==> src/hw/rtl/b64enc_pkg.sv <==
// ----------------------------------------------------------------------------
// b64enc_pkg
// shared types, constants and the base64 alphabet lookup
// ----------------------------------------------------------------------------
package b64enc_pkg;

	localparam int CharW = 7;
	localparam int SlotN = 4;

	localparam logic [CharW-1:0] PAD_CHAR = 7'h3D;

	typedef logic [CharW-1:0] char_t;

	typedef struct packed {
		char_t [SlotN-1:0] chars;
		logic [1:0]        last_idx;
		logic              last_flag;
	} job_t;

	function automatic char_t enc_sextet(input logic [5:0] v);
		char_t c;
		c = char_t'(v);
		priority if (v < 6'd26) begin
			return c + 7'd65;
		end else if (v < 6'd52) begin
			return c + 7'd71;
		end else if (v < 6'd62) begin
			return c - 7'd4;
		end else if (v == 6'd62) begin
			return 7'h2B;
		end else begin
			return 7'h2F;
		end
	endfunction

endpackage

==> src/hw/rtl/b64enc_front.sv <==
// ----------------------------------------------------------------------------
// b64enc_front
// takes raw bytes, tracks the group position and builds a character job
// ----------------------------------------------------------------------------
module b64enc_front (
	input  logic               clk,
	input  logic               arst_n,
	input  logic               s_tvalid,
	output logic               s_tready,
	input  logic [7:0]         s_tdata,
	input  logic               s_tlast,
	input  logic               q_full,
	output logic               push,
	output b64enc_pkg::job_t   job
);
	import b64enc_pkg::*;

	localparam logic [1:0] POS_0 = 2'd0;
	localparam logic [1:0] POS_1 = 2'd1;
	localparam logic [1:0] POS_2 = 2'd2;

	logic [1:0] pos_q;
	logic [3:0] left_q;
	logic [1:0] pos_d;
	logic [3:0] left_d;

	assign s_tready = !q_full;
	assign push     = s_tvalid && !q_full;

	always_comb begin
		job.chars     = {SlotN{PAD_CHAR}};
		job.last_idx  = 2'd0;
		job.last_flag = 1'b0;
		pos_d         = POS_0;
		left_d        = 4'd0;
		unique case (pos_q)
			POS_1: begin
				job.chars[0] = enc_sextet({left_q[1:0], s_tdata[7:4]});
				if (s_tlast) begin
					job.chars[1]  = enc_sextet({s_tdata[3:0], 2'b00});
					job.last_idx  = 2'd2;
					job.last_flag = 1'b1;
				end else begin
					pos_d  = POS_2;
					left_d = s_tdata[3:0];
				end
			end
			POS_2: begin
				job.chars[0]  = enc_sextet({left_q, s_tdata[7:6]});
				job.chars[1]  = enc_sextet(s_tdata[5:0]);
				job.last_idx  = 2'd1;
				job.last_flag = s_tlast;
			end
			default: begin
				job.chars[0] = enc_sextet(s_tdata[7:2]);
				if (s_tlast) begin
					job.chars[1]  = enc_sextet({s_tdata[1:0], 4'b0000});
					job.last_idx  = 2'd3;
					job.last_flag = 1'b1;
				end else begin
					pos_d  = POS_1;
					left_d = {2'b00, s_tdata[1:0]};
				end
			end
		endcase
	end

	always_ff @(posedge clk or negedge arst_n) begin
		if (!arst_n) begin
			pos_q  <= POS_0;
			left_q <= 4'd0;
		end else if (push) begin
			pos_q  <= pos_d;
			left_q <= left_d;
		end
	end

endmodule

==> src/hw/rtl/b64enc_queue.sv <==
// ----------------------------------------------------------------------------
// b64enc_queue
// short job queue between the byte front end and the character back end
// ----------------------------------------------------------------------------
module b64enc_queue #(
	parameter int DEPTH = 4
) (
	input  logic               clk,
	input  logic               arst_n,
	input  logic               push,
	input  b64enc_pkg::job_t   push_job,
	output logic               full,
	input  logic               pop,
	output logic               not_empty,
	output b64enc_pkg::job_t   head_job
);
	import b64enc_pkg::*;

	localparam int AW = (DEPTH > 1) ? $clog2(DEPTH) : 1;
	localparam int CW = $clog2(DEPTH + 1);

	job_t            slot_q [DEPTH];
	logic [AW-1:0]   wr_q;
	logic [AW-1:0]   rd_q;
	logic [CW-1:0]   cnt_q;

	function automatic logic [AW-1:0] wrap_inc(input logic [AW-1:0] p);
		logic [AW-1:0] r;
		r = (p == AW'(DEPTH - 1)) ? '0 : p + 1'b1;
		return r;
	endfunction

	assign full      = (cnt_q == CW'(DEPTH));
	assign not_empty = (cnt_q != '0);
	assign head_job  = slot_q[rd_q];

	always_ff @(posedge clk) begin
		if (push) begin
			slot_q[wr_q] <= push_job;
		end
	end

	always_ff @(posedge clk or negedge arst_n) begin
		if (!arst_n) begin
			wr_q  <= '0;
			rd_q  <= '0;
			cnt_q <= '0;
		end else begin
			if (push) begin
				wr_q <= wrap_inc(wr_q);
			end
			if (pop) begin
				rd_q <= wrap_inc(rd_q);
			end
			if (push && !pop) begin
				cnt_q <= cnt_q + 1'b1;
			end else if (pop && !push) begin
				cnt_q <= cnt_q - 1'b1;
			end
		end
	end

	a_cnt_bound: assert property (@(posedge clk) disable iff (!arst_n)
		cnt_q <= CW'(DEPTH))
		else $error("queue count above depth");

	a_no_pop_empty: assert property (@(posedge clk) disable iff (!arst_n)
		pop |-> not_empty)
		else $error("pop from empty queue");

	a_push_grows: assert property (@(posedge clk) disable iff (!arst_n)
		(push && !pop) |=> cnt_q == $past(cnt_q) + 1'b1)
		else $error("queue count did not grow on push");

	a_no_push_full: assert property (@(posedge clk) disable iff (!arst_n)
		push |-> !full)
		else $error("push into full queue");

endmodule

==> src/hw/rtl/b64enc_back.sv <==
// ----------------------------------------------------------------------------
// b64enc_back
// walks each job and sends its characters one per cycle while m_tready is high and jobs are waiting
// ----------------------------------------------------------------------------
module b64enc_back (
	input  logic               clk,
	input  logic               arst_n,
	input  logic               q_not_empty,
	input  b64enc_pkg::job_t   head_job,
	output logic               pop,
	output logic               m_tvalid,
	input  logic               m_tready,
	output logic [7:0]         m_tdata,
	output logic               m_tlast
);
	import b64enc_pkg::*;

	job_t       cur_q;
	logic       cur_valid_q;
	logic [1:0] idx_q;
	logic       out_valid_q;
	char_t      out_char_q;
	logic       out_last_q;

	logic adv;
	logic done;

	assign adv  = cur_valid_q && (!out_valid_q || m_tready);
	assign done = adv && (idx_q == cur_q.last_idx);
	assign pop  = q_not_empty && (!cur_valid_q || done);

	always_ff @(posedge clk) begin
		if (pop) begin
			cur_q <= head_job;
		end
		if (adv) begin
			out_char_q <= cur_q.chars[idx_q];
			out_last_q <= done && cur_q.last_flag;
		end
	end

	always_ff @(posedge clk or negedge arst_n) begin
		if (!arst_n) begin
			cur_valid_q <= 1'b0;
			idx_q       <= 2'd0;
			out_valid_q <= 1'b0;
		end else begin
			if (pop) begin
				cur_valid_q <= 1'b1;
				idx_q       <= 2'd0;
			end else begin
				if (done) begin
					cur_valid_q <= 1'b0;
				end
				if (adv) begin
					idx_q <= idx_q + 2'd1;
				end
			end
			if (adv) begin
				out_valid_q <= 1'b1;
			end else if (m_tready) begin
				out_valid_q <= 1'b0;
			end
		end
	end

	assign m_tvalid = out_valid_q;
	assign m_tdata  = {1'b0, out_char_q};
	assign m_tlast  = out_last_q;

endmodule

==> src/hw/rtl/base64_stream_encoder_unit.sv <==
// ----------------------------------------------------------------------------
// base64_stream_encoder_unit
// standard base64 encoder with '=' padding, one byte in, characters out
// ----------------------------------------------------------------------------
// each input item is one message byte, tlast marking the final byte. a byte
// gives one or two characters, a final byte up to four with the padding;
// tlast on the output marks the final character. the output register sends
// one character per cycle while m_tready is high, so a three-byte group gives
// four output characters and throughput is set by that register. bytes are
// taken every cycle while the job queue (QUEUE_DEPTH entries) has room; the
// first character of a taken byte passes the queue, job and output registers.
module base64_stream_encoder_unit #(
	parameter int QUEUE_DEPTH = 4
) (
	input  logic       clk,
	input  logic       arst_n,
	input  logic       s_tvalid,
	output logic       s_tready,
	input  logic [7:0] s_tdata,   // data_byte[7:0]
	input  logic       s_tlast,
	output logic       m_tvalid,
	input  logic       m_tready,
	output logic [7:0] m_tdata,   // out_char[6:0], zero[7]
	output logic       m_tlast
);
	import b64enc_pkg::*;

	logic q_full;
	logic push;
	logic pop;
	logic q_not_empty;
	job_t push_job;
	job_t head_job;

	b64enc_front u_front (
		.clk      (clk),
		.arst_n   (arst_n),
		.s_tvalid (s_tvalid),
		.s_tready (s_tready),
		.s_tdata  (s_tdata),
		.s_tlast  (s_tlast),
		.q_full   (q_full),
		.push     (push),
		.job      (push_job)
	);

	b64enc_queue #(
		.DEPTH (QUEUE_DEPTH)
	) u_queue (
		.clk       (clk),
		.arst_n    (arst_n),
		.push      (push),
		.push_job  (push_job),
		.full      (q_full),
		.pop       (pop),
		.not_empty (q_not_empty),
		.head_job  (head_job)
	);

	b64enc_back u_back (
		.clk         (clk),
		.arst_n      (arst_n),
		.q_not_empty (q_not_empty),
		.head_job    (head_job),
		.pop         (pop),
		.m_tvalid    (m_tvalid),
		.m_tready    (m_tready),
		.m_tdata     (m_tdata),
		.m_tlast     (m_tlast)
	);

endmodule

==> config.mk <==
export PLATFORM = sky130hd
export DESIGN_NAME = base64_stream_encoder_unit
export DESIGN_NICKNAME = d
export VERILOG_FILES = /design/src/hw/rtl/b64enc_pkg.sv /design/src/hw/rtl/b64enc_front.sv /design/src/hw/rtl/b64enc_queue.sv /design/src/hw/rtl/b64enc_back.sv /design/src/hw/rtl/base64_stream_encoder_unit.sv
export SDC_FILE = /design/constraint.sdc
export NUM_CORES = 1
export LEC_CHECK = 0
export BUFFER_PORTS_ARGS = -buffer_cell sky130_fd_sc_hd__buf_4
export CAP_MARGIN = 20
export CELL_PAD_IN_SITES_DETAIL_PLACEMENT = 0
export CELL_PAD_IN_SITES_GLOBAL_PLACEMENT = 1
export CORE_MARGIN = 5
export CORE_UTILIZATION = 35
export DETAILED_ROUTE_END_ITERATION = 8
export PLACE_DENSITY_LB_ADDON = 0.12
export SLEW_MARGIN = 20
export SYNTH_ARGS = -nofsm -noshare
export SYNTH_HDL_FRONTEND = slang
export SYNTH_SLANG_ARGS = --single-unit
==> constraint.sdc <==
create_clock -name clk -period 3.2 [get_ports clk]
set_input_delay 0.16 -clock clk [delete_from_list [all_inputs] [get_ports clk]]
set_output_delay 0.16 -clock clk [all_outputs]
set_load 0.01 [all_outputs]
# Yosys cells after proc, flatten, opt, wreduce, memory -nomap -nowiden
# Memory sizes are Yosys's and may differ from the RTL's. A register that Yosys moved wholly into a read port is not among the register bits.
# Index checks and enable logic that the tools add are counted.
[totals]
regBits = 39
mem_bits_rw = 68
output_inout_bits = 11
mem_count = 1
[classes]
n_addsub = 23
n_eq_ne = 10
muxes = 47
n_lt_le_gt_ge = 19
reduce_logical = 19
[memory_table]
columns = ["memory", "words", "width", "rd", "rd_clocked_by_memory_dff", "write_ports", "line", "text"]
rows = [
  ["u_queue.slot_q", 4, 17, 1, 1, 1, "b64enc_queue.sv:22", "job_t slot_q [DEPTH];"],
]
[op_table]
columns = ["op", "count"]
rows = [
  ["2-to-1 mux 7 bit", 21],
  ["adder 6 x 7 -> 7 bit (second input constant)", 12],
  ["less-than comparator 6 bit (second input constant)", 12],
  ["subtractor 6 x 3 -> 7 bit (second input constant)", 6],
  ["less-than comparator 6 x 5 -> 1 bit (second input constant)", 6],
  ["one-hot mux 17 bit (2 select lines)", 1],
  ["== test 6 bit (second input constant)", 4],
  ["2-to-1 mux 3 bit", 8],
  ["binary-select mux 7 bit (select 2 bit)", 1],
  ["2-to-1 mux 2 bit", 6],
  ["one-hot mux 4 bit (2 select lines)", 1],
  ["nonzero test 2 bit", 4],
  ["logical AND 1 bit", 7],
  ["2-to-1 mux 1 bit", 7],
  ["adder 2 x 1 -> 2 bit (second input constant)", 3],
  ["== test 2 bit (second input constant)", 3],
  ["zero test 1 bit", 5],
  ["2-to-1 mux 4 bit", 1],
  ["one-hot mux 2 bit (2 select lines)", 1],
  ["adder 3 x 1 -> 3 bit (second input constant)", 1],
  ["== test 3 bit (second input constant)", 1],
  ["less-than comparator 2 x 3 -> 1 bit (second input constant)", 1],
  ["nonzero test 3 bit", 1],
  ["subtractor 3 x 1 -> 3 bit (second input constant)", 1],
  ["other kinds (3)", 4],
]

# Depth between registers and ports, before layout
[depth]
ltp_word = 9
ltp_mapped = 11
depth_no_buf = 10

# Cells and area by module
# Synthesis repeated with hierarchy kept, for this count alone.
[unflattened]
hier_cells = 634
hier_area_um2 = 9048.7
[modules_own_cells]
columns = ["mod", "area_each_um2", "instances", "cells_per_inst"]
rows = [
  ["b64enc_queue", 4931.0, 1, 199],
  ["b64enc_front", 2503.7, 1, 361],
  ["b64enc_back", 1614.0, 1, 74],
]

# Worst setup path after synthesis
# OpenSTA, ideal clock, no wires.
[synth_path]
kind = "input port to flip-flop"
start = "input s_tdata[0]"
end = "memory u_queue.slot_q[0][16] (netlist bit), data pin"
n_path_buf = 1
required_time_ps = 2920
setup_time_ps = 280
path_stages = 10
setup_slack_ps = 882
arrival_ps = 2038
path_cell_list = "clkbuf_1 > inv_1 > ha_1 > nor2b_1 > xnor2_1 > ha_1 > nand3_1 > a211o_1 > a31oi_1 > o22ai_1"
[synth_rtl]
columns = ["item", "line", "text"]
rows = [
  ["start: declaration", "base64_stream_encoder_unit.sv:19", "input logic [7:0] s_tdata,"],
  ["end: declaration", "b64enc_queue.sv:22", ""],
]

==> results.md <==
* Status: finished, final reports clean
* Fmax at 0.384 GHz
* Seq/Total Area, Yosys at 51.6%
* Gp weighted congestion at 0.884
* Yosys cell types at 63
* RSZ-0062 raised after global routing: false
* Hold slack at 129 ps
* Synth Net Count at 570
* Leading area contributor after synthesis: edfxtp_1
* Final setup vio count at 0
* WP buf/inv at 1
* HPWL after DPL at 10700 um
* Sum Neg Setup Slack at 0 ps
* Antenna Nets Post-Route at 0
* CTS max path bufs at 2
* Setup crit end: u_queue.slot_q[3][5]$_DFFE_PP_
* Resize count post-CTS at 0
* First-pass GRT wire length at 24000 um
* # DRC at 0
* Synth top cells by count: 93 x edfxtp_1, 43 x nand2_1, 31 x ha_1
* TritonCTS buffer count at 9
* Clk_skew at 5.36 ps
* Final Cycle Share at 81.3%
* LEAKAGE at 2.53 nW
* HP Class: in2reg
* R2R depth at 7
* Die Area at 20600 sq um
* Drt pass-1 iters at 5
* Fin crit period at 2600 ps
* Final wirelength at 14900 um
* Total grt overflow at 0
* Worst vdd ir at 346 uV
* Worst stage delay on the critical path at 520 ps
* Setup crit end kind: register
* Syn. warnings at 0
* Worst path arrival time at 2680 ps
* WL/cell at 19.5 um
* Critical Path, Cell by Cell: inv_1, ha_1, and3b_1, and3_1, a2111oi_0, a211oi_1, a211o_1
* Layout Nets at 576
* Critical path startpoint category: register
* Overall Global Routing Usage at 15.0%
* Worst slew margin at 38.5%
* Worst-Skew Late Latency at 340 ps
* Avg Inst Size Synth at 11.9 sq um
* Seq cells post-synth at 110
* Drt initial violations at 246
* Largest net degree at the start of global routing at 23
* Number of global-route vias before repair at 4307
* Gate Count Post-Synth at 525
* Async set-reset flop share out of synthesis at 15.5%
* EDFF count, synth at 93
* H-tree Lvls at 3
* Worst flop-to-flop path startpoint: u_front.left_q[0]$_DFFE_PN0P_
* Area delta synth->final at 10.2%
* CTS tree: built
* Most frequent cell after synthesis: edfxtp_1
* Die Height at 143 um
* Post-CTS setup buffer count at 0
* Num rows at 48
* Setup crit start: u_front.left_q[0]$_DFFE_PN0P_
* # diodes at 0
* Cell at the slowest stage of the critical path: dfrtp_1
* Initial core utilization at 35.9%
* CP Max Fanout at 10
* PD cells at 813 nW/um^2
* Port-buffer cells at 22
* Worst EP required at 3270 ps
* Mapped cell area at 6230 sq um
* Worst-Margin Slew at 923 ps
* CP delay by family, top: compound AO/OA/AOI/OAI gates
* Vias at 4172
* # IOs at 24
* Share of cells above drive strength 1 at 14.2%
* Max Slew Vio Count at 0
* R2R setup slack at 600 ps
* TritonCTS Sinks at 110
* Initial antenna violation count at 0
* Final hold viol count at 0
* Worst R2R End: u_queue.slot_q[3][5]$_DFFE_PP_
* Yosys top cell area share at 44.8%
* Clock-pin slew on the worst setup and hold paths at 70 ps
* Crit path depth at 7
* Max cap viols at 0
* Via density at 5.48
* Core Box Area at 17400 sq um
* Die W at 143 um
* Largest cells by area after synthesis: edfxtp_1 45%, dfrtp_1 6.8%, ha_1 6.2%
* Clock Tree Root: clkbuf_16
* Ys flop type: edfxtp_1
* Crit path kind: reg2reg
[final cells by class]
class                   instances  area (sq um)
fillers                      1665         10500
flip-flops and latches        110          3220
multi-input cells             356          2740
well taps                     225           282
repair buffers                 32           243
clock buffers                   9           225
inverters                      22          82.6
clock inverters                 7          72.6
[worst min path at each step]
stage	startpoint	endpoint	slack (ps)	depth (start not counted)
after detailed placement	arst_n	u_queue.wr_q[0]$_DFFE_PN0P_	60	1
final	m_tready	u_back.m_tvalid$_DFFE_PN0P_	130	3
after floorplan	arst_n	u_back.cur_valid_q$_DFFE_PN0P_	-140	0
after CTS	m_tready	u_back.m_tvalid$_DFFE_PN0P_	110	3
after global placement	arst_n	u_queue.wr_q[1]$_DFFE_PN0P_	50	1
after global routing	m_tready	u_back.m_tvalid$_DFFE_PN0P_	120	3
[worst reg2reg max path: stages, from the launching register on]
cell and delay, ps:
dfrtp_1 520, inv_1 330, ha_1 290, and3b_1 240, and3_1 170, a2111oi_0 380
a211oi_1 100, a211o_1 300
[kinds of logic after synthesis]
group / share of synthesized area, %
AOI/OAI and AO/OA: 13.1
other: 0.0602
and+or+nand+nor: 12.3
xor gates and xnor gates: 3.51
muxes: 8.57
DFF: 51.6
buffers and inverters: 4.36
adders and majority gates: 6.54
[report_power, final]
group | internal [mW] | leakage, nW | switching [mW] | total, mW
sequential | 2.24 | 1.06 | 0.252 | 2.49
combinational | 0.844 | 1.32 | 1.13 | 1.98
clock | 0.610 | 0.144 | 0.497 | 1.11
total | 3.70 | 2.53 | 1.88 | 5.58
[layout by cell type (no fill, tap or decap), types with 13 or more instances in the layout]
cell,count
inv_1,22
nor2_1,25
edfxtp_1,93
a21oi_1,30
nand2_1,43
o21ai_0,19
buf_4,31
xnor2_1,19
nor2b_1,13
nand3_1,21
mux4_2,17
ha_1,31
dfrtp_1,17
[repair_timing]
action	in CTS	in global routing
hold buffers	1	0
setup endpoints to repair	0	0
endpoints found under the hold margin	17	0
[metal layers]
| layer | track usage (%) | part of all wire [%] |
|---|---|---|
| met5 | 0 | 0 |
| met4 | 5.85 | 2.9 |
| met3 | 1.70 | 2.7 |
| met2 | 25.9 | 50 |
| met1 | 19.4 | 45 |
[stage by stage]
stage	cells	utilization [%]	total power, mW	setup slack (ps)	cell area [sq um]
final	761	39.6	5.58	599	6870
after global routing	761	39.6	5.96	498	6870
after CTS	761	39.6	5.67	628	6870
after detailed placement	744	37.8	4.55	559	6560
after global placement	744	37.8	4.50	631	6560
after floorplan	525	-	3.87	882	6230
[sequential cells by signal, indices dropped and copies added (netlist names)]
register / cells
u_front.left_q: 4
u_back.cur_q: 17
u_back.m_tvalid: 1
u_back.idx_q: 2
u_queue.cnt_q: 3
u_back.m_tlast: 1
u_back.out_char_q: 7
u_queue.rd_q: 2
u_front.pos_q: 2
u_queue.wr_q: 2
u_queue.slot_q: 68
u_back.cur_valid_q: 1
Power figures use the tool's default switching activity.
